[src/rtl/core/tvs_pkg.sv]
// Shared types, constants and arithmetic helpers for the trilinear volume sampler.
// Every module of the sampler core refers to this package by scoped names.
package tvs_pkg;

  // Volume geometry and field widths.
  localparam int MAX_EDGE   = 32;
  localparam int VOXEL_W    = 16;
  localparam int FRAC_W     = 8;
  localparam int COORD_W    = 16;
  localparam int INT_W      = COORD_W - FRAC_W;
  localparam int SIZE_W     = 6;
  localparam int ORG_W      = 6;
  localparam int IDX_W      = 15;
  localparam int CFG_IDX_W  = 3;
  localparam int CFG_DATA_W = 16;
  localparam int VOL_DEPTH  = MAX_EDGE * MAX_EDGE * MAX_EDGE;
  localparam int ADDR_W     = $clog2(VOL_DEPTH);
  localparam int LOC_W      = INT_W + 2;
  localparam int N_CORNER   = 8;
  localparam int N_BANK     = N_CORNER / 2;

  // Configuration register indexes.
  localparam logic [CFG_IDX_W-1:0] REG_X_SIZE  = CFG_IDX_W'(0);
  localparam logic [CFG_IDX_W-1:0] REG_Y_SIZE  = CFG_IDX_W'(1);
  localparam logic [CFG_IDX_W-1:0] REG_Z_SIZE  = CFG_IDX_W'(2);
  localparam logic [CFG_IDX_W-1:0] REG_X_ORG   = CFG_IDX_W'(3);
  localparam logic [CFG_IDX_W-1:0] REG_Y_ORG   = CFG_IDX_W'(4);
  localparam logic [CFG_IDX_W-1:0] REG_Z_ORG   = CFG_IDX_W'(5);
  localparam logic [CFG_IDX_W-1:0] REG_OUTSIDE = CFG_IDX_W'(6);

  // Reset values of the configuration registers.
  localparam logic [SIZE_W-1:0]  RST_SIZE    = SIZE_W'(MAX_EDGE);
  localparam logic [ORG_W-1:0]   RST_ORG     = ORG_W'(-16);
  localparam logic [VOXEL_W-1:0] RST_OUTSIDE = '0;

  typedef struct packed {
    logic [SIZE_W-1:0]  x_size;
    logic [SIZE_W-1:0]  y_size;
    logic [SIZE_W-1:0]  z_size;
    logic [ORG_W-1:0]   x_org;
    logic [ORG_W-1:0]   y_org;
    logic [ORG_W-1:0]   z_org;
    logic [VOXEL_W-1:0] outside;
  } tvs_cfg_t;

  // Request to the voxel store copies, issued as an item leaves the address stage.
  typedef struct packed {
    logic                             we;
    logic [ADDR_W-1:0]                waddr;
    logic [VOXEL_W-1:0]               wdata;
    logic                             re;
    logic [N_CORNER-1:0][ADDR_W-1:0]  raddr;
  } tvs_ram_req_t;

  // Sample handed from the address stages to the interpolation stages.
  // inb holds {z_hi, z_lo, y_hi, y_lo, x_hi, x_lo} in-range flags.
  typedef struct packed {
    logic              vld;
    logic [5:0]        inb;
    logic [FRAC_W-1:0] fx;
    logic [FRAC_W-1:0] fy;
    logic [FRAC_W-1:0] fz;
  } tvs_fwd_t;

  // A stored size above the store edge is saturated.
  function automatic logic [SIZE_W-1:0] sat_size(input logic [CFG_DATA_W-1:0] v);
    logic [SIZE_W-1:0] s;
    s = v[SIZE_W-1:0];
    return (int'(s) > MAX_EDGE) ? SIZE_W'(MAX_EDGE) : s;
  endfunction

  // Local index of the floored coordinate relative to the origin.
  function automatic logic signed [LOC_W-1:0] loc_of(input logic [INT_W-1:0] ip,
                                                      input logic [ORG_W-1:0] org);
    return LOC_W'($signed(ip)) - LOC_W'($signed(org));
  endfunction

  // In-range flags of the low and high corner along one axis: {hi, lo}.
  function automatic logic [1:0] range_ok(input logic signed [LOC_W-1:0] l,
                                          input logic [SIZE_W-1:0] size);
    logic signed [LOC_W-1:0] lim;
    logic signed [LOC_W-1:0] one;
    logic lo_ok;
    logic hi_ok;
    lim   = $signed(LOC_W'(size));
    one   = $signed(LOC_W'(1));
    lo_ok = (l >= $signed(LOC_W'(0))) && (l < lim);
    hi_ok = (l >= -one) && (l < lim - one);
    return {hi_ok, lo_ok};
  endfunction

  // One linear step: lo + (hi - lo) * f / 2^FRAC_W, the quotient rounded toward zero.
  function automatic logic [VOXEL_W-1:0] lerp(input logic [VOXEL_W-1:0] lo,
                                               input logic [VOXEL_W-1:0] hi,
                                               input logic [FRAC_W-1:0] f);
    logic signed [VOXEL_W:0]          diff;
    logic signed [VOXEL_W+FRAC_W+1:0] prod;
    logic signed [VOXEL_W+FRAC_W+1:0] adj;
    diff = $signed({hi[VOXEL_W-1], hi}) - $signed({lo[VOXEL_W-1], lo});
    prod = diff * $signed({1'b0, f});
    adj  = prod[VOXEL_W+FRAC_W+1]
         ? prod + $signed({{(VOXEL_W+2){1'b0}}, {FRAC_W{1'b1}}})
         : prod;
    return lo + adj[FRAC_W +: VOXEL_W];
  endfunction

endpackage

[src/rtl/core/tvs_interp.sv]
// Interpolation stages of the sampler: outside substitution and seven linear steps.
// Takes corner data from the store copies and flags from tvs_front; uses tvs_pkg.
module tvs_interp (
  input  logic                                             clk,
  input  logic                                             rst_n,
  input  tvs_pkg::tvs_fwd_t                                fwd,
  input  logic [tvs_pkg::N_CORNER-1:0][tvs_pkg::VOXEL_W-1:0] corner_data,
  input  logic [tvs_pkg::VOXEL_W-1:0]                      outside,
  output logic                                             s4_ready,
  output logic                                             out_valid,
  input  logic                                             out_ready,
  output logic [tvs_pkg::VOXEL_W-1:0]                      out_sample_value
);

  logic                                              v4_r, v5_r, v6_r, out_valid_r;
  logic [5:0]                                        inb4_r;
  logic [tvs_pkg::FRAC_W-1:0]                        fx4_r, fy4_r, fz4_r;
  logic [tvs_pkg::FRAC_W-1:0]                        fy5_r, fz5_r, fz6_r;
  logic [tvs_pkg::N_CORNER-1:0][tvs_pkg::VOXEL_W-1:0] d4;
  logic [tvs_pkg::VOXEL_W-1:0]                       a5_r, b5_r, c5_r, d5_r;
  logic [tvs_pkg::VOXEL_W-1:0]                       e6_r, g6_r;
  logic [tvs_pkg::VOXEL_W-1:0]                       out_sample_value_r;
  logic                                              rdy4, rdy5, rdy6, rdy_out;

  // Stage flow towards the output register.
  assign rdy_out  = !out_valid_r || out_ready;
  assign rdy6     = !v6_r || rdy_out;
  assign rdy5     = !v5_r || rdy6;
  assign rdy4     = !v4_r || rdy5;
  assign s4_ready = rdy4;

  always_ff @(posedge clk) begin
    if (!rst_n) begin
      v4_r        <= 1'b0;
      v5_r        <= 1'b0;
      v6_r        <= 1'b0;
      out_valid_r <= 1'b0;
    end else begin
      if (rdy4) begin
        v4_r <= fwd.vld;
      end
      if (rdy5) begin
        v5_r <= v4_r;
      end
      if (rdy6) begin
        v6_r <= v5_r;
      end
      if (rdy_out) begin
        out_valid_r <= v6_r;
      end
    end
  end

  // Stage 4 side data; the corners arrive from the store on the same edge.
  always_ff @(posedge clk) begin
    if (fwd.vld) begin
      inb4_r <= fwd.inb;
      fx4_r  <= fwd.fx;
      fy4_r  <= fwd.fy;
      fz4_r  <= fwd.fz;
    end
  end

  // Corners beyond the configured box take the outside value.
  always_comb begin
    for (int c = 0; c < tvs_pkg::N_CORNER; c++) begin
      d4[c] = (inb4_r[(c & 1)] && inb4_r[2 + ((c >> 1) & 1)] && inb4_r[4 + ((c >> 2) & 1)])
            ? corner_data[c] : outside;
    end
  end

  // Four steps along x.
  always_ff @(posedge clk) begin
    if (v4_r && rdy5) begin
      a5_r  <= tvs_pkg::lerp(d4[0], d4[1], fx4_r);
      c5_r  <= tvs_pkg::lerp(d4[2], d4[3], fx4_r);
      b5_r  <= tvs_pkg::lerp(d4[4], d4[5], fx4_r);
      d5_r  <= tvs_pkg::lerp(d4[6], d4[7], fx4_r);
      fy5_r <= fy4_r;
      fz5_r <= fz4_r;
    end
  end

  // Two steps along y.
  always_ff @(posedge clk) begin
    if (v5_r && rdy6) begin
      e6_r  <= tvs_pkg::lerp(a5_r, c5_r, fy5_r);
      g6_r  <= tvs_pkg::lerp(b5_r, d5_r, fy5_r);
      fz6_r <= fz5_r;
    end
  end

  // Final step along z into the output register.
  always_ff @(posedge clk) begin
    if (v6_r && rdy_out) begin
      out_sample_value_r <= tvs_pkg::lerp(e6_r, g6_r, fz6_r);
    end
  end

  assign out_valid        = out_valid_r;
  assign out_sample_value = out_sample_value_r;

  // The address stages only push a sample when stage 4 has room.
  a_push_has_room: assert property (@(posedge clk) disable iff (!rst_n)
    fwd.vld |-> s4_ready)
    else $error("sample pushed into a full stage 4");

  // While stage 4 is held, the store read data under it must not change.
  a_corners_held: assert property (@(posedge clk) disable iff (!rst_n)
    (v4_r && !rdy5) |=> $stable(corner_data))
    else $error("corner data changed under a stalled sample");

endmodule

[config.mk]
export PLATFORM = sky130hd
export DESIGN_NAME = tvs_interp
export DESIGN_NICKNAME = d
export VERILOG_FILES = /design/src/rtl/core/tvs_pkg.sv /design/src/rtl/core/tvs_interp.sv
export SDC_FILE = /design/constraint.sdc
export NUM_CORES = 2
export LEC_CHECK = 0
export BUFFER_PORTS_ARGS = -buffer_cell sky130_fd_sc_hd__buf_2
export CORE_UTILIZATION = 60
export CTS_BUF_LIST = sky130_fd_sc_hd__clkbuf_8
export CTS_CLUSTER_SIZE = 14
export DETAILED_ROUTE_END_ITERATION = 8
export GPL_TIMING_DRIVEN = 0
export PLACE_DENSITY = 0.77
export RECOVER_POWER = 25
export SLEW_MARGIN = 0
export SYNTH_ARGS = -nofsm -noshare
export SYNTH_HDL_FRONTEND = slang
export SYNTH_SLANG_ARGS = --single-unit
[constraint.sdc]
create_clock -name clk -period 13.3 [get_ports clk]
set_input_delay 1.33 -clock clk [delete_from_list [all_inputs] [get_ports clk]]
set_output_delay 1.33 -clock clk [all_outputs]
set_load 0.03 [all_outputs]
* Word-level counts from Yosys, hierarchy flattened
Cells that the tools add are included. Widths: inputs -> output; s select.
Operators by class: add/subtract/negate cells 21, multipliers 7, muxes and demuxes 15, reductions and logical operators 23
Operators by type and width (count):
- $mul 17x9->26 | 7
- $add 24x9->24 const B | 7
- $mux 24 | 7
- $mux 16 | 8
- $sub 16x16->17 | 7
- $add 16x16->16 | 7
- $logic_and 1x1->1 | 15
- $logic_not 1->1 | 4
- $logic_or 1x1->1 | 4
Storage, ports and cells: flip-flop bits (word level) 170, input port bits 178, output and inout bits 18

* Depth between registers and ports, before layout
word-level depth 8, gate-level depth with buffers 59, mapped depth without buffers 55

* Least setup slack after synthesis
No wires, ideal clock.
path kind register to register, start register inb4_r[5], end register b5_r[15] in the netlist's numbering, data pin, setup time 0.260 ns, data arrival time 11.644 ns, data required time 13.040 ns, slack 1.396 ns, cell stages (with the launch flop) 58, buffers on the path 4, clock period less this slack 11.904 ns, path through edfxtp_1 buf_2 nand3_1 clkbuf_1 clkbuf_1 mux2i_1 ha_1 inv_1 fa_1 nand2_1 nand2_1 a21oi_1 o31ai_1 a21o_1 a21o_1 a21o_1 a21o_1 a21o_1 (+22 left out) or2_2 nor2_1 xor2_1 ha_1 a21o_1 a21oi_1 o21bai_1 a21oi_1 o21bai_1 a21oi_1 o21bai_1 a21oi_1 o21bai_1 a21oi_1 o2111ai_1 a21oi_1 xnor2_1 xnor2_1
Between the ends: longest elaborated chain between the ends 7, elaborated cells between the ends (all ways) 9, classes of those cells add/sub: 3; mul: 1; mux: 3; reduce/logical: 2
Ends and longest elaborated chain:
- start, declared | line tvs_interp.sv:16 | logic [5:0] inb4_r;
- start signal, assigned | line tvs_interp.sv:57 | inb4_r <= fwd.inb;
- $logic_and 1x1->1 | line tvs_interp.sv:67 | d4[c] = (inb4_r[(c & 1)] && inb4_r[2 + ((c >> 1) & 1)] && inb4_r[4 + ((c >> 2) & 1)])
- $mux 16 | line tvs_interp.sv:68 | ? corner_data[c] : outside;
- $sub 16x16->17 | line tvs_pkg.sv:99 | diff = $signed({hi[VOXEL_W-1], hi}) - $signed({lo[VOXEL_W-1], lo});
- $mul 17x9->26 | line tvs_pkg.sv:100 | prod = diff * $signed({1'b0, f});
- $add 24x9->24 | line tvs_pkg.sv:102 | ? prod + $signed({{(VOXEL_W+2){1'b0}}, {FRAC_W{1'b1}}})
- $mux 24 | line tvs_pkg.sv:102
- $add 16x16->16 (*) | line tvs_pkg.sv:104 | return lo + adj[FRAC_W +: VOXEL_W];
- end signal, assigned | line tvs_interp.sv:77 | b5_r <= tvs_pkg::lerp(d4[4], d4[5], fx4_r);
- end, declared | line tvs_interp.sv:20 | logic [tvs_pkg::VOXEL_W-1:0] a5_r, b5_r, c5_r, d5_r;
Every way passes the cells marked *; elsewhere a longest branch is shown, timed or not. A chain may end at the register's enable or synchronous reset.

* Worst setup path after layout
start register inb4_r[0], end register b5_r[15] in the netlist's numbering, data pin
Between the ends: longest elaborated chain between the ends 8
Ends and longest elaborated chain (line):
- $logic_and 1x1->1 (*) (2 in series) | tvs_interp.sv:67
- $mux 16 (*) | tvs_interp.sv:68
- $sub 16x16->17 | tvs_pkg.sv:99
- $mul 17x9->26 | tvs_pkg.sv:100
- $add 24x9->24 | tvs_pkg.sv:102
- $mux 24 | tvs_pkg.sv:102
- $add 16x16->16 (*) | tvs_pkg.sv:104
Marked as above.

==> results.yml <==
run_status:
  status: "finished, violations left"
  violations: "max-capacitance violations, max-slew violations"
sta:
  finalCritPeriodShare: 0.962
  final_max_slew_viol_count: 37
  hold_violations: 0
  fmax_mhz: 78.2
  hold-worst-slack_ns: 0.423
  relSlewSlack: -0.295
  setup_viol: 0
  min_period_ns: 12.80
  skew_ns: 0.0514
  tightest_slew_ns: 1.94
die:
  dieArea_um2: 90000
  die_x_um: 300
  row_count: 108
  start_util: 0.610
  core_area_um2: 87400
  dieHeight_um: 300
  ios: 196
final_layout:
  area_delta_synth_final_pct: 6.30
  drive_gt1_frac: 0.0697
  fin_cells: 7619
  postLayoutCoreUtil: 0.648
  final_nets: 7960
  finalInstanceArea_um2: 56700
critical_path:
  crit_type: "reg -> reg"
  worstReg2RegEnd: "b5_r[15]$_DFFE_PP_"
  rr_startpoint: "inb4_r[0]$_DFFE_PP_"
  crit_arrival_ns: 13.14
  r2r_slack_ns: 0.50
  reg2regPathDepth: 56
  end_kind: "register"
  worst_path_max_delay_cell: "fa_1"
  cpMostUsedCell: "a21o_1"
  cp_max_fo: 10
  cp_top_family: "compound AO/OA/AOI/OAI gates"
  critPathLaunchType: "register"
  cp_num_buf_inv: 7
  cpPeakStageDelay_ns: 0.55
  critPathRequiredTime_ns: 13.64
synthesis:
  synth.distinct_cells: 96
  ys_seq_area_frac: 0.0950
  postSynthAreaPerCell_um2: 8.57
  synth_edf_count: 166
  ys_warn_count: 0
  synthTopCellsByArea: "fa_1, ha_1, inv_1, edfxtp_1, xnor2_1"
  synth_top_area_share: 0.289
  syn_nets: 7736
  synth-seq-cells: 170
  syn_inst: 6219
  synth_ff_type: "edfxtp_1"
  syn_area_um2: 53300
  yosys.area.top_type: "fa_1"
  async_flop_share: 0
hold_path:
  min-delay-start: "fy4_r[4]$_DFFE_PP_"
  hold-path-endpoint: "fy5_r[4]$_DFFE_PP_"
  whs_path_depth: 0
  min_path_type: "reg -> reg"
clock_network:
  clk_pin_slew_ns: 0.14
  cts_tree: "built"
  holdBufCountCts: 0
  cts_buffers: 17
  cts_max_path_buffers: 2
  cts_root_buf: "clkbuf_8"
  clk_latency_ns: 0.62
  h-tree-depth: 4
  cts_num_sinks: 170
placement:
  dpl.hpwl_um: 129000
  place_inst: 7568
  placed_area_um2: 55800
  port_buffers: 190
  gp_congestion: 0.994
drt:
  ant_nets: 0
  drtPass1Iterations: 6
  via_per_inst: 5.73
  route.vias.total: 43700
  detail_route.wl_per_cell_um: 20.1
  remaining_drc_errors: 0
  detail_route.iter0.violations: 3441
  routed_wirelength_um: 153000
run:
  cap_violations: 1
global_route:
  antenna_found_initial: 11
  grt_pass1_wl_um: 238000
  grt_use_total: 0.346
  grt_pass1_vias: 43600
  grt_max_degree: 37
  gr-total-overflow: 0
==> state kept, by name (all words and copies together) (netlist names) <==
| register | cells |
|---|---|
| fz6_r | 8 |
| v5_r | 1 |
| fx4_r | 8 |
| c5_r | 16 |
| fz4_r | 8 |
| a5_r | 16 |
| v6_r | 1 |
| v4_r | 1 |
| fy4_r | 8 |
| e6_r | 16 |
| b5_r | 16 |
| g6_r | 16 |
| out_valid | 1 |
| inb4_r | 6 |
| d5_r | 16 |
| out_sample_value | 16 |
| fy5_r | 8 |
| fz5_r | 8 |
==> worst register-to-register path: cells and delay by family, from the launching register on <==
| kind | cells | cell delay (ns) |
|---|---|---|
| compound gates | 29 | 5.95 |
| fa+ha+maj | 8 | 3.28 |
| simple gates | 7 | 1.03 |
| buf+inv | 7 | 0.90 |
| xor+xnor | 4 | 0.56 |
| flops | 1 | 0.52 |
| mux | 1 | 0.28 |
==> what timing repair did <==
action,4_1_cts,5_1_grt
pin swaps,1,8
setup endpoints to repair,19,31
setup buffers,2,13
gates resized for setup,23,67
==> layout by cell type (no fill, tap or decap), types with 29 or more instances in the layout <==
cell type | synthesis | layout
a21boi_0 | 31 | 29
a21o_1 | 72 | 72
a21oi_1 | 244 | 238
and2_1 | 418 | 417
and3_1 | 45 | 45
buf_2 | 7 | 190
clkbuf_1 | 149 | 145
edfxtp_1 | 166 | 166
fa_1 | 770 | 770
ha_1 | 569 | 569
inv_1 | 1372 | 1372
mux2_2 | 83 | 83
mux2i_1 | 67 | 64
nand2_1 | 618 | 618
nand2b_1 | 33 | 33
nand3_1 | 91 | 90
nor2_1 | 199 | 198
nor2b_1 | 96 | 95
nor3_1 | 75 | 74
nor4_1 | 33 | 33
o21a_1 | 33 | 32
o21ai_0 | 130 | 127
o21bai_1 | 93 | 93
xnor2_1 | 324 | 319
xor2_1 | 111 | 109
==> metal layers <==
metal	up-vias	track usage	routed length, µm
met2	1618	0.552	69700
li1	20100	-	-
met3	428	0.0641	12700
met4	8	0.212	10200
met1	21500	0.437	60600
met5	-	0	55
==> worst max-delay path by stage <==
stage                        start                  to  depth (start not counted)
2_1_floorplan  inb4_r[5]$_DFFE_PP_  b5_r[15]$_DFFE_PP_                         57
3_3_place_gp   inb4_r[1]$_DFFE_PP_  d5_r[15]$_DFFE_PP_                         47
3_5_place_dp   inb4_r[1]$_DFFE_PP_  d5_r[15]$_DFFE_PP_                         47
4_1_cts        inb4_r[1]$_DFFE_PP_  b5_r[15]$_DFFE_PP_                         57
5_1_grt        inb4_r[0]$_DFFE_PP_  b5_r[14]$_DFFE_PP_                         54
6_report       inb4_r[0]$_DFFE_PP_  b5_r[15]$_DFFE_PP_                         56
==> Yosys cell counts, drive strengths merged, types with 33 or more instances <==
cell type and n:
clkbuf 151, fa 770, nor2 200, nor4 35, edfxtp 166, a21o 72, o21bai 93, a21boi 36
nor3 75, nand2 619, mux2 84, mux2i 69, nor2b 96, nand3 93, ha 569, inv 1372
nand2b 33, o21a 33, xnor2 325, xor2 111, a21oi 249, o21ai 147, and3 45, and2 420
==> stage by stage <==
step | setup WS [ns] | setup TNS (ns)
after floorplan | 1.40 | 0
after global placement | -1.08 | -8.08
after detailed placement | -1.19 | -10.58
after CTS | 0.0338 | 0
after global routing | -0.0484 | -0.113
final | 0.504 | 0
==> layout make-up <==
| type | instances | area [µm²] |
|---|---|---|
| Timing Repair Buffer | 209 | 1130 |
| Clock inverter | 15 | 201 |
| Antenna cell | 8 | 20.0 |
| Sequential cell | 170 | 5060 |
| Buffer | 173 | 746 |
| Inverter | 1373 | 5150 |
| Fill cell | 7366 | 30800 |
| Clock buffer | 17 | 234 |
| Multi-Input combinational cell | 4499 | 42700 |
| Tap cell | 1155 | 1450 |
==> cells by family (layout without fill, tap and decap cells) <==
kind of cell / Yosys count / in the layout / synth area share
and+or+nand+nor: 1715 / 1715 / 0.161
buffers and inverters: 1550 / 1787 / 0.110
adders and majority gates: 1354 / 1354 / 0.426
AOI/OAI and AO/OA: 840 / 840 / 0.105
xor gates and xnor gates: 437 / 437 / 0.0722
DFF: 170 / 170 / 0.0950
muxes: 153 / 153 / 0.0308
other: 0 / 8 / 0
Power is not shown: default switching activity piles up to over one toggle a cycle in this logic, so the estimate is an artifact.
