`config.mk`:
```
export PLATFORM = sky130hd
export DESIGN_NAME = tvs_front
export DESIGN_NICKNAME = d
export VERILOG_FILES = /design/src/rtl/core/tvs_pkg.sv /design/src/rtl/core/tvs_front.sv
export SDC_FILE = /design/constraint.sdc
export NUM_CORES = 1
export LEC_CHECK = 0
export BUFFER_PORTS_ARGS = -buffer_cell sky130_fd_sc_hd__buf_2
export CORE_ASPECT_RATIO = 1.25
export CORE_MARGIN = 8
export CORE_UTILIZATION = 63
export DETAILED_ROUTE_END_ITERATION = 6
export PLACE_DENSITY_LB_ADDON = 0.1
export SYNTH_ARGS = -nofsm -noshare
export SYNTH_HDL_FRONTEND = slang
export SYNTH_SLANG_ARGS = --single-unit
```
`constraint.sdc`:
```
create_clock -name clk -period 14.7 [get_ports clk]
set_input_delay 0.735 -clock clk [delete_from_list [all_inputs] [get_ports clk]]
set_output_delay 0.735 -clock clk [all_outputs]
set_load 0.02 [all_outputs]
```
`src/rtl/core/tvs_pkg.sv`:
```
// Shared types, constants and arithmetic helpers for the trilinear volume sampler.
// Every module of the sampler core refers to this package by scoped names.
package tvs_pkg;

  // Volume geometry and field widths.
  localparam int MAX_EDGE   = 32;
  localparam int VOXEL_W    = 16;
  localparam int FRAC_W     = 8;
  localparam int COORD_W    = 16;
  localparam int INT_W      = COORD_W - FRAC_W;
  localparam int SIZE_W     = 6;
  localparam int ORG_W      = 6;
  localparam int IDX_W      = 15;
  localparam int CFG_IDX_W  = 3;
  localparam int CFG_DATA_W = 16;
  localparam int VOL_DEPTH  = MAX_EDGE * MAX_EDGE * MAX_EDGE;
  localparam int ADDR_W     = $clog2(VOL_DEPTH);
  localparam int LOC_W      = INT_W + 2;
  localparam int N_CORNER   = 8;
  localparam int N_BANK     = N_CORNER / 2;

  // Configuration register indexes.
  localparam logic [CFG_IDX_W-1:0] REG_X_SIZE  = CFG_IDX_W'(0);
  localparam logic [CFG_IDX_W-1:0] REG_Y_SIZE  = CFG_IDX_W'(1);
  localparam logic [CFG_IDX_W-1:0] REG_Z_SIZE  = CFG_IDX_W'(2);
  localparam logic [CFG_IDX_W-1:0] REG_X_ORG   = CFG_IDX_W'(3);
  localparam logic [CFG_IDX_W-1:0] REG_Y_ORG   = CFG_IDX_W'(4);
  localparam logic [CFG_IDX_W-1:0] REG_Z_ORG   = CFG_IDX_W'(5);
  localparam logic [CFG_IDX_W-1:0] REG_OUTSIDE = CFG_IDX_W'(6);

  // Reset values of the configuration registers.
  localparam logic [SIZE_W-1:0]  RST_SIZE    = SIZE_W'(MAX_EDGE);
  localparam logic [ORG_W-1:0]   RST_ORG     = ORG_W'(-16);
  localparam logic [VOXEL_W-1:0] RST_OUTSIDE = '0;

  typedef struct packed {
    logic [SIZE_W-1:0]  x_size;
    logic [SIZE_W-1:0]  y_size;
    logic [SIZE_W-1:0]  z_size;
    logic [ORG_W-1:0]   x_org;
    logic [ORG_W-1:0]   y_org;
    logic [ORG_W-1:0]   z_org;
    logic [VOXEL_W-1:0] outside;
  } tvs_cfg_t;

  // Request to the voxel store copies, issued as an item leaves the address stage.
  typedef struct packed {
    logic                             we;
    logic [ADDR_W-1:0]                waddr;
    logic [VOXEL_W-1:0]               wdata;
    logic                             re;
    logic [N_CORNER-1:0][ADDR_W-1:0]  raddr;
  } tvs_ram_req_t;

  // Sample handed from the address stages to the interpolation stages.
  // inb holds {z_hi, z_lo, y_hi, y_lo, x_hi, x_lo} in-range flags.
  typedef struct packed {
    logic              vld;
    logic [5:0]        inb;
    logic [FRAC_W-1:0] fx;
    logic [FRAC_W-1:0] fy;
    logic [FRAC_W-1:0] fz;
  } tvs_fwd_t;

  // A stored size above the store edge is saturated.
  function automatic logic [SIZE_W-1:0] sat_size(input logic [CFG_DATA_W-1:0] v);
    logic [SIZE_W-1:0] s;
    s = v[SIZE_W-1:0];
    return (int'(s) > MAX_EDGE) ? SIZE_W'(MAX_EDGE) : s;
  endfunction

  // Local index of the floored coordinate relative to the origin.
  function automatic logic signed [LOC_W-1:0] loc_of(input logic [INT_W-1:0] ip,
                                                      input logic [ORG_W-1:0] org);
    return LOC_W'($signed(ip)) - LOC_W'($signed(org));
  endfunction

  // In-range flags of the low and high corner along one axis: {hi, lo}.
  function automatic logic [1:0] range_ok(input logic signed [LOC_W-1:0] l,
                                          input logic [SIZE_W-1:0] size);
    logic signed [LOC_W-1:0] lim;
    logic signed [LOC_W-1:0] one;
    logic lo_ok;
    logic hi_ok;
    lim   = $signed(LOC_W'(size));
    one   = $signed(LOC_W'(1));
    lo_ok = (l >= $signed(LOC_W'(0))) && (l < lim);
    hi_ok = (l >= -one) && (l < lim - one);
    return {hi_ok, lo_ok};
  endfunction

  // One linear step: lo + (hi - lo) * f / 2^FRAC_W, the quotient rounded toward zero.
  function automatic logic [VOXEL_W-1:0] lerp(input logic [VOXEL_W-1:0] lo,
                                               input logic [VOXEL_W-1:0] hi,
                                               input logic [FRAC_W-1:0] f);
    logic signed [VOXEL_W:0]          diff;
    logic signed [VOXEL_W+FRAC_W+1:0] prod;
    logic signed [VOXEL_W+FRAC_W+1:0] adj;
    diff = $signed({hi[VOXEL_W-1], hi}) - $signed({lo[VOXEL_W-1], lo});
    prod = diff * $signed({1'b0, f});
    adj  = prod[VOXEL_W+FRAC_W+1]
         ? prod + $signed({{(VOXEL_W+2){1'b0}}, {FRAC_W{1'b1}}})
         : prod;
    return lo + adj[FRAC_W +: VOXEL_W];
  endfunction

endpackage

```
`src/rtl/core/tvs_front.sv`:
```
// Address stages of the sampler: coordinate split, range checks and corner addressing.
// Issues voxel writes and corner reads to the store copies; uses tvs_pkg.
module tvs_front (
  input  logic                          clk,
  input  logic                          rst_n,
  input  logic                          in_valid,
  output logic                          in_ready,
  input  logic                          in_mode,
  input  logic [tvs_pkg::IDX_W-1:0]     in_voxel_index,
  input  logic [tvs_pkg::VOXEL_W-1:0]   in_voxel_value,
  input  logic [tvs_pkg::COORD_W-1:0]   in_sample_x,
  input  logic [tvs_pkg::COORD_W-1:0]   in_sample_y,
  input  logic [tvs_pkg::COORD_W-1:0]   in_sample_z,
  input  tvs_pkg::tvs_cfg_t             cfg,
  input  logic                          s4_ready,
  output tvs_pkg::tvs_ram_req_t         ram_req,
  output tvs_pkg::tvs_fwd_t             fwd
);

  typedef struct packed {
    logic                         smp;
    logic [tvs_pkg::IDX_W-1:0]    idx;
    logic [tvs_pkg::VOXEL_W-1:0]  val;
    logic [5:0]                   inb;
    logic [tvs_pkg::FRAC_W-1:0]   fx;
    logic [tvs_pkg::FRAC_W-1:0]   fy;
    logic [tvs_pkg::FRAC_W-1:0]   fz;
  } item_t;

  logic                              v1_r, v2_r, v3_r;
  item_t                             it1_r, it2_r, it3_r;
  item_t                             it_in;
  logic signed [tvs_pkg::LOC_W-1:0]  lx_in, ly_in, lz_in;
  logic signed [tvs_pkg::LOC_W-1:0]  lx1_r, ly1_r, lz1_r;
  logic signed [tvs_pkg::LOC_W-1:0]  lx2_r;
  logic [tvs_pkg::ADDR_W-1:0]        row2_r, area2_r;
  logic [tvs_pkg::ADDR_W-1:0]        base3_r, area3_r;
  logic [tvs_pkg::ADDR_W-1:0]        xs_a, ys_a;
  logic                              rdy1, rdy2, rdy3, adv3;

  // Size registers widened to address width.
  assign xs_a = tvs_pkg::ADDR_W'(cfg.x_size);
  assign ys_a = tvs_pkg::ADDR_W'(cfg.y_size);

  // Floor each coordinate, keep its fraction, and place it against the origin.
  always_comb begin
    lx_in     = tvs_pkg::loc_of(in_sample_x[tvs_pkg::COORD_W-1:tvs_pkg::FRAC_W], cfg.x_org);
    ly_in     = tvs_pkg::loc_of(in_sample_y[tvs_pkg::COORD_W-1:tvs_pkg::FRAC_W], cfg.y_org);
    lz_in     = tvs_pkg::loc_of(in_sample_z[tvs_pkg::COORD_W-1:tvs_pkg::FRAC_W], cfg.z_org);
    it_in.smp = in_mode;
    it_in.idx = in_voxel_index;
    it_in.val = in_voxel_value;
    it_in.inb = {tvs_pkg::range_ok(lz_in, cfg.z_size),
                 tvs_pkg::range_ok(ly_in, cfg.y_size),
                 tvs_pkg::range_ok(lx_in, cfg.x_size)};
    it_in.fx  = in_sample_x[tvs_pkg::FRAC_W-1:0];
    it_in.fy  = in_sample_y[tvs_pkg::FRAC_W-1:0];
    it_in.fz  = in_sample_z[tvs_pkg::FRAC_W-1:0];
  end

  // Stage flow: a write leaves the last stage without needing room downstream.
  assign adv3     = v3_r && (!it3_r.smp || s4_ready);
  assign rdy3     = !v3_r || !it3_r.smp || s4_ready;
  assign rdy2     = !v2_r || rdy3;
  assign rdy1     = !v1_r || rdy2;
  assign in_ready = rdy1;

  always_ff @(posedge clk) begin
    if (!rst_n) begin
      v1_r <= 1'b0;
      v2_r <= 1'b0;
      v3_r <= 1'b0;
    end else begin
      if (rdy1) begin
        v1_r <= in_valid;
      end
      if (rdy2) begin
        v2_r <= v1_r;
      end
      if (rdy3) begin
        v3_r <= v2_r;
      end
    end
  end

  // Stage 1 captures the beat with its local indices.
  always_ff @(posedge clk) begin
    if (in_valid && rdy1) begin
      it1_r <= it_in;
      lx1_r <= lx_in;
      ly1_r <= ly_in;
      lz1_r <= lz_in;
    end
  end

  // Stage 2 forms the row index z*y_size + y and the slice area, modulo store depth.
  always_ff @(posedge clk) begin
    if (v1_r && rdy2) begin
      it2_r   <= it1_r;
      lx2_r   <= lx1_r;
      row2_r  <= tvs_pkg::ADDR_W'(tvs_pkg::ADDR_W'(lz1_r) * ys_a)
               + tvs_pkg::ADDR_W'(ly1_r);
      area2_r <= tvs_pkg::ADDR_W'(xs_a * ys_a);
    end
  end

  // Stage 3 forms the address of the lowest corner.
  always_ff @(posedge clk) begin
    if (v2_r && rdy3) begin
      it3_r   <= it2_r;
      base3_r <= tvs_pkg::ADDR_W'(row2_r * xs_a) + tvs_pkg::ADDR_W'(lx2_r);
      area3_r <= area2_r;
    end
  end

  // Store access: writes and reads share this stage, so program order is kept.
  always_comb begin
    ram_req.we    = adv3 && !it3_r.smp
                 && ({1'b0, it3_r.idx} < (tvs_pkg::IDX_W + 1)'(tvs_pkg::VOL_DEPTH));
    ram_req.waddr = tvs_pkg::ADDR_W'(it3_r.idx);
    ram_req.wdata = it3_r.val;
    ram_req.re    = adv3 && it3_r.smp;
    for (int c = 0; c < tvs_pkg::N_CORNER; c++) begin
      ram_req.raddr[c] = base3_r
                       + (((c & 1) != 0) ? tvs_pkg::ADDR_W'(1) : '0)
                       + (((c & 2) != 0) ? xs_a : '0)
                       + (((c & 4) != 0) ? area3_r : '0);
    end
  end

  // Hand the sample to the interpolation stages.
  always_comb begin
    fwd.vld = adv3 && it3_r.smp;
    fwd.inb = it3_r.inb;
    fwd.fx  = it3_r.fx;
    fwd.fy  = it3_r.fy;
    fwd.fz  = it3_r.fz;
  end

  // An accepted beat always occupies the first stage on the next cycle.
  a_accept_fills: assert property (@(posedge clk) disable iff (!rst_n)
    (in_valid && in_ready) |=> v1_r)
    else $error("accepted beat did not enter the first stage");

  // A stalled sample must not touch the store.
  a_stall_quiet: assert property (@(posedge clk) disable iff (!rst_n)
    (v3_r && it3_r.smp && !s4_ready) |-> !(ram_req.re || ram_req.we))
    else $error("store accessed by a stalled sample");

  // A write never forwards a sample downstream.
  a_write_no_fwd: assert property (@(posedge clk) disable iff (!rst_n)
    ram_req.we |-> !fwd.vld)
    else $error("write beat forwarded as a sample");

endmodule

```
Word-level counts from Yosys, hierarchy flattened:

Index checks and enable logic that the tools add are counted.

* multipliers: 3
* order comparisons: 12
* reductions and logical operators: 21
* $add $sub $neg: 15

Operator list (count)
* 15-bit adder: 6
* 9-bit by 1-bit greater-or-equal comparator with 1-bit output, second input constant: 6
* 9-bit by 7-bit less-than comparator with 1-bit output: 6
* 15-bit by 6-bit adder with 15-bit output: 2
* 8-bit by 6-bit subtractor with 9-bit output: 3
* 6-bit by 1-bit subtractor with 7-bit output, second input constant: 3
* 15-bit by 1-bit adder with 15-bit output, second input constant: 1
* 15-bit by 6-bit multiplier with 15-bit output: 1
* 9-bit by 7-bit multiplier with 15-bit output: 1
* 1-bit logical AND: 12
* 6-bit by 6-bit multiplier with 12-bit output: 1
* 1-bit logical OR: 5
* 1-bit logical NOT: 4

* output and inout bits: 185
* register bits: 285
* input port bits: 136

Logic depth before layout (Yosys ltp):

Gate-level depths: netlist of the first run.

* depth after elaboration: 6
* mapped depth: 20
* gate-level depth less buffers: 18

Least setup slack after synthesis of the first run:

OpenSTA, ideal clock, no wires.

* path kind: input to register
* start: input s4_ready
* end: register area2_r[0] (netlist bit), enable pin
* arrival time: 7.926 ns
* stages on the path: 2
* slack: 6.070 ns
* path through: nor2_1 > a21boi_0

* longest elaborated chain between the ends: 3

RTL lines
* start: declaration: line tvs_front.sv:15 `input logic s4_ready,`
* 1-bit logical OR: line tvs_front.sv:63 `assign rdy3 = !v3_r || !it3_r.smp || s4_ready;`
* 1-bit logical OR: line tvs_front.sv:64 `assign rdy2 = !v2_r || rdy3;`
* 1-bit logical AND: line tvs_front.sv:98 `if (v1_r && rdy2) begin`
* end signal: assignment: line tvs_front.sv:103 `area2_r <= tvs_pkg::ADDR_W'(xs_a * ys_a);`
* end: declaration: line tvs_front.sv:36 `logic [tvs_pkg::ADDR_W-1:0] row2_r, area2_r;`

Every way passes these cells.
A chain may end at the register's enable or synchronous reset.

==> results.json, run 1 <==
{
  "post_cts_resized": 0,
  "max_freq_mhz": 166.5,
  "die_h_um": 216.3,
  "start_util_pct": 63.79,
  "rsz0062_at_grt": "false",
  "worst_slack_ps": 8696,
  "drt_iter0_markers": 657,
  "netlist_instances": 1781,
  "finalSetupViolCount": 0,
  "synth_area_leaders": "edfxtp_1 (41%), ha_1 (13%), fa_1 (13%), xnor2_1 (4.9%), inv_1 (4.7%)",
  "drive_above_1_share_pct": 18.47,
  "min_to": "it1_r[45]$_DFFE_PP_",
  "synth_top_area_cell": "edfxtp_1",
  "pre_cts_slack_ps": 9046,
  "hold_buffers": 0,
  "clk_pin_slew_ps": 60,
  "wl_mm": 43.89,
  "numCtsBuffers": 28,
  "critPathSlowestCell": "edfxtp_1",
  "clock_latency_ps": 560,
  "hold_depth": 1,
  "critical-path-top-delay-family": "simple AND/OR/NAND/NOR gates",
  "drc": 0,
  "synth_ff_type": "edfxtp_1",
  "totalPowerFinal_uw": 5349,
  "comb_power_share_pct": 63.6,
  "r2r-start": "row2_r[3]$_DFFE_PP_",
  "ios": 321,
  "fin_setup_tns_ps": 0,
  "core_region_area_um2": 31690,
  "slew_headroom_pct": 23.56,
  "period_share_pct": 40.85,
  "area_growth_pct": 12.38,
  "place.gp.congestion": 0.9018,
  "port-buffer-count": 304,
  "final_common_cell": "buf_2",
  "cap_violations": 0,
  "routed_via_density": 5.492,
  "min_period_ps": 6004,
  "hold_class": "in -> reg",
  "nets": 2501,
  "synthesis.area_um2": 20220,
  "synthDistinctLibCells": 69,
  "worstMarginPinSlew_ps": 1147,
  "crit_arrival_ps": 5270,
  "utilization_pct": 71.69,
  "synthesis.nets": 2251,
  "min_from": "in_voxel_value[15]",
  "finalHoldViolations": 0,
  "synthArstFlopShare_pct": 0,
  "clkPwrFrac_pct": 14.0,
  "crit_buf_inv": 1,
  "post_cts_buffers": 0,
  "setup.worst_path.end_class": "output pin",
  "crit_required_ps": 13970,
  "critPathLaunchType": "flop",
  "final_cell_mix": "buf_2 (304), edfxtp_1 (276), inv_1 (255), ha_1 (207), fa_1 (127)",
  "cts_sinks": 279,
  "critical_path_class": "reg -> out",
  "die_x_um": 176.2,
  "synth_edf_count": 276,
  "maxSlewViolCount": 0,
  "net-switching-power_uw": 2350,
  "clock_skew_ps": 23.62,
  "ys_seq_elements": 279,
  "die_area_um2": 38120,
  "status": "completed",
  "path_cells": "nand3_1 -> xnor2_1 -> ha_1 -> o21ai_0 -> nor2_1 -> nor3_1 -> nor4_4 -> o311ai_0 -> o21ai_0 -> nand2_1 -> xnor2_1 -> ha_1 -> nand2_1 -> o31ai_1 -> or4_1 -> a31oi_1 -> xnor2_1 -> buf_2",
  "dr.pass1.iters": 5,
  "grt.total_usage_pct": 23.04,
  "max-clock-path-buffers": 3,
  "vias": 13539,
  "grt_pass1_wl_mm": 70.57,
  "first_global_vias": 14385,
  "yosysSeqAreaShare_pct": 41.29,
  "switching_share_pct": 43.94,
  "reg2reg_depth": 16,
  "p_leak_uw": 0.01024,
  "cts_root_buf": "clkbuf_16",
  "cellPowerDensity_nw_per_um2": 235.4,
  "avgSynthCellArea_um2": 11.35,
  "r2r_slack_ps": 9840,
  "dp_hpwl_mm": 34.88,
  "critPathMaxStageDelay_ps": 530,
  "grt_max_degree": 85,
  "ctsHtreeMaxLevel": 1,
  "yosys.area.top_type_share_pct": 40.99,
  "path_max_fanout": 7,
  "wire_per_inst_um": 17.81,
  "p_seq_share_pct": 22.5,
  "p_int_uw": 2999,
  "irDropWorstVdd_uv": 224.1,
  "cts_tree": "built",
  "drtAntennaViolNets": 0,
  "crit_top_cell": "xnor2_1",
  "rows": 73,
  "yosys_warnings": 0,
  "r2r_end": "base3_r[14]$_DFFE_PP_",
  "grt-ovfl-total": 0,
  "antenna_found_initial": 1
}
[logic make-up (layout without fill, tap and decap cells)]
logic type	Yosys count	after routing	share of synthesized area, %
compound gates	236	236	7.655
xor+xnor	158	158	6.993
fa+ha+maj	334	334	25.39
buf+inv	344	615	7.606
flops	279	279	41.29
other cells	0	1	0
simple gates	430	430	11.07
[flip-flops by register name, summed over array words and instances (netlist names), 9 cells and up]
| name | count |
|---|---|
| it1_r | 62 |
| it2_r | 62 |
| ram_req | 31 |
| fwd | 30 |
| base3_r | 15 |
| row2_r | 15 |
| area2_r | 12 |
| area3_r | 12 |
| lx1_r | 9 |
| lx2_r | 9 |
| ly1_r | 9 |
| lz1_r | 9 |
[synth_stat cells (all sizes together), types with 14 or more instances]
master  count
and2       97
fa        127
o21ai      38
edfxtp    276
o21a       14
ha        207
nor2       87
nand2      99
nor2b      28
nand2b     25
a21oi      69
a21o       33
clkbuf     19
buf        68
nand3      19
inv       255
xor2       44
nor3       37
xnor2     114
[worst max path at each step]
stage | startpoint | endpoint | slack [ps] | cells past startpoint
after floorplan | s4_ready | area2_r[0]$_DFFE_PP_ | 6070 | 2
after global placement | cfg[48] | base3_r[14]$_DFFE_PP_ | 9160 | 17
after detailed placement | cfg[47] | ram_req[119] | 9050 | 16
after CTS | base3_r[1]$_DFFE_PP_ | ram_req[119] | 8710 | 18
after global routing | base3_r[0]$_DFFE_PP_ | ram_req[119] | 8390 | 18
final | base3_r[1]$_DFFE_PP_ | ram_req[119] | 8700 | 18
[worst register-to-register path, cell delays in order, from the launching register on]
cell	delay, ps
edfxtp_1	450
and2_1	210
fa_1	530
inv_1	50
fa_1	470
inv_1	50
fa_1	530
inv_1	50
fa_1	490
inv_1	40
ha_1	230
o41ai_1	560
nor2_1	100
a211oi_1	380
a21oi_1	170
a31oi_1	220
xnor2_1	80
[final cells by class]
cell class | instances | area, um^2
tap | 412 | 515.5
clock buffer | 30 | 708.2
antenna | 1 | 2.502
inverter | 257 | 964.7
timing repair buffer | 307 | 1544
fill | 2291 | 8972
sequential | 279 | 8348
multi-input combinational | 1158 | 10370
clock inverter | 21 | 272.8
[stage by stage]
stage / instances / hold WS (ps) / area, um^2
after floorplan: 1781 / 400.3 / 20220
after global placement: 2413 / 400.0 / 21740
after detailed placement: 2413 / 404.5 / 21740
after CTS: 2464 / 311.9 / 22720
after global routing: 2465 / 314.0 / 22720
final: 2465 / 342.3 / 22720
[layer usage]
metal	part of all wire [%]	vias to the layer above	global-route usage, %
met5	0	-	0
met4	3.0	0	8.038
met3	5.7	90	3.183
met2	55	401	44.86
met1	36	6573	24.68
li1	-	6475	-
[power by group through the flow]
stage	logic, uW	registers, uW	clock network (uW)
after floorplan	2650	1200	0
after global placement	3290	1210	0
after detailed placement	3400	1220	0
after CTS	3430	1200	760
after global routing	3840	1210	788
final	3400	1200	746
Note: power is estimated with default switching activity, not from simulation.
==> inputs of run 2 (changes only) <==
--- a/config.mk
+++ b/config.mk
@@ -8,7 +8,7 @@
 export BUFFER_PORTS_ARGS = -buffer_cell sky130_fd_sc_hd__buf_2
 export CORE_ASPECT_RATIO = 1.25
 export CORE_MARGIN = 8
-export CORE_UTILIZATION = 63
+export CORE_UTILIZATION = 58
 export DETAILED_ROUTE_END_ITERATION = 6
 export PLACE_DENSITY_LB_ADDON = 0.1
 export SYNTH_ARGS = -nofsm -noshare
==> constraint.sdc (replaced) <==
create_clock -name clk -period 6.2 [get_ports clk]
set_input_delay 0.31 -clock clk [delete_from_list [all_inputs] [get_ports clk]]
set_output_delay 0.31 -clock clk [all_outputs]
set_load 0.02 [all_outputs]
==> results.json, run 2 (same netlist as run 1, synthesis figures left out) <==
{
  "cts_root_buf": "clkbuf_16",
  "grt_pass1_wl_mm": 70.61,
  "port-buffer-count": 304,
  "path_max_fanout": 7,
  "max_freq_mhz": 182.1,
  "die_h_um": 224.7,
  "fin_cells": 2576,
  "ios": 321,
  "place.gp.congestion": 0.8663,
  "utilization_pct": 67.68,
  "crit_top_cell": "ha_1",
  "clock_latency_ps": 550,
  "vias": 13458,
  "cap_violations": 0,
  "final_common_cell": "buf_2",
  "critPathSlowestCell": "o221ai_1",
  "status": "completed",
  "antenna_found_initial": 1,
  "first_global_vias": 14389,
  "clock_skew_ps": 14.57,
  "dp_hpwl_mm": 34.20,
  "irDropWorstVdd_uv": 536.1,
  "ctsHtreeMaxLevel": 1,
  "wl_mm": 43.45,
  "die_x_um": 183.0,
  "crit_buf_inv": 1,
  "post_cts_buffers": 0,
  "hold_class": "in -> reg",
  "final_cell_mix": "buf_2 (304), edfxtp_1 (276), inv_1 (255), ha_1 (207), fa_1 (127)",
  "worstMarginPinSlew_ps": 888.6,
  "rsz0062_at_grt": "false",
  "path_cells": "ha_1 -> and2_1 -> nand2_1 -> xnor2_1 -> ha_1 -> o21a_1 -> o31a_1 -> o221ai_1 -> nor2_1 -> xor2_1 -> ha_1 -> a21o_1 -> nand2_1 -> o31ai_1 -> or4_1 -> a31oi_1 -> xnor2_1 -> buf_2",
  "dr.pass1.iters": 5,
  "drive_above_1_share_pct": 17.56,
  "die_area_um2": 41130,
  "worst_slack_ps": 708.2,
  "clk_pin_slew_ps": 60,
  "numCtsBuffers": 26,
  "p_leak_uw": 0.01044,
  "wire_per_inst_um": 16.87,
  "cts_tree": "built",
  "rows": 76,
  "pre_cts_slack_ps": 1030,
  "area_growth_pct": 15.22,
  "critPathLaunchType": "flop",
  "start_util_pct": 58.73,
  "routed_via_density": 5.224,
  "post_cts_resized": 0,
  "totalPowerFinal_uw": 12580,
  "max-clock-path-buffers": 3,
  "dp_cells": 2471,
  "grt_max_degree": 71,
  "maxSlewViolCount": 0,
  "hold_buffers": 57,
  "grt-ovfl-total": 0,
  "crit_arrival_ps": 5180,
  "drc": 0,
  "cellPowerDensity_nw_per_um2": 539.9,
  "finalHoldViolations": 0,
  "nets": 2558,
  "drtAntennaViolNets": 0,
  "core_region_area_um2": 34420,
  "grt.total_usage_pct": 21.23,
  "slew_headroom_pct": 40.76,
  "period_share_pct": 88.58,
  "setup.worst_path.end_class": "output pin",
  "critical_path_class": "reg -> out",
  "critical-path-top-delay-family": "compound AO/OA/AOI/OAI gates",
  "crit_required_ps": 5890,
  "drt_iter0_markers": 653,
  "fin_setup_tns_ps": 0,
  "min_period_ps": 5492,
  "cts_sinks": 279,
  "finalSetupViolCount": 0,
  "critPathMaxStageDelay_ps": 540
}
-- run 2: path summary, 6_finish.rpt --
check                             from                     to  slack [ps]  cells past startpoint
setup / recovery  base3_r[1]$_DFFE_PP_           ram_req[119]         710                     18
setup reg to reg   row2_r[3]$_DFFE_PP_  base3_r[14]$_DFFE_PP_        1300                     16
hold / removal                in_valid      v1_r$_SDFFE_PN0N_          80                      3
hold reg to reg    it1_r[26]$_DFFE_PP_    it2_r[26]$_DFFE_PP_         410                      0
-- run 2: stage by stage --
stage | cell area [um^2] | hold slack [ps]
final | 23300 | 76.92
after global routing | 23300 | 129.2
after CTS | 23290 | 58.35
after detailed placement | 21820 | 404.5
after global placement | 21820 | 400.1
after floorplan | 20220 | 400.3
-- run 2: final cells by class --
cell class / count / area [um^2]
flip-flops and latches: 279 / 8348
clock buffers: 32 / 673.1
inverters: 257 / 964.7
well taps: 468 / 585.6
multi-input cells: 1158 / 10370
diodes: 1 / 2.502
fillers: 2638 / 11130
clock inverters: 15 / 226.5
repair buffers: 366 / 2130
-- run 2: routing by layer --
metal  vias to the layer above  global-route usage (%)  share of wire [%]
li1                       6587                       -                  -
met1                      6508                   23.43                 39
met2                       307                   41.43                 54
met3                        56                   3.035                4.9
met4                         0                   5.859                2.1
met5                         -                       0                  0
-- run 2: report_power, final --
| part | leakage [uW] | switching, uW | internal [uW] | total, uW |
|---|---|---|---|---|
| Combinational | 0.00738 | 4620 | 3440 | 8070 |
| Clock | 0.000434 | 678 | 987 | 1670 |
| Sequential | 0.00263 | 203 | 2640 | 2840 |
| Total | 0.0104 | 5510 | 7070 | 12600 |
-- run 2: worst min-delay path: stages --
cell      delay, ps
buf_2            70
inv_1            60
a21boi_0        140
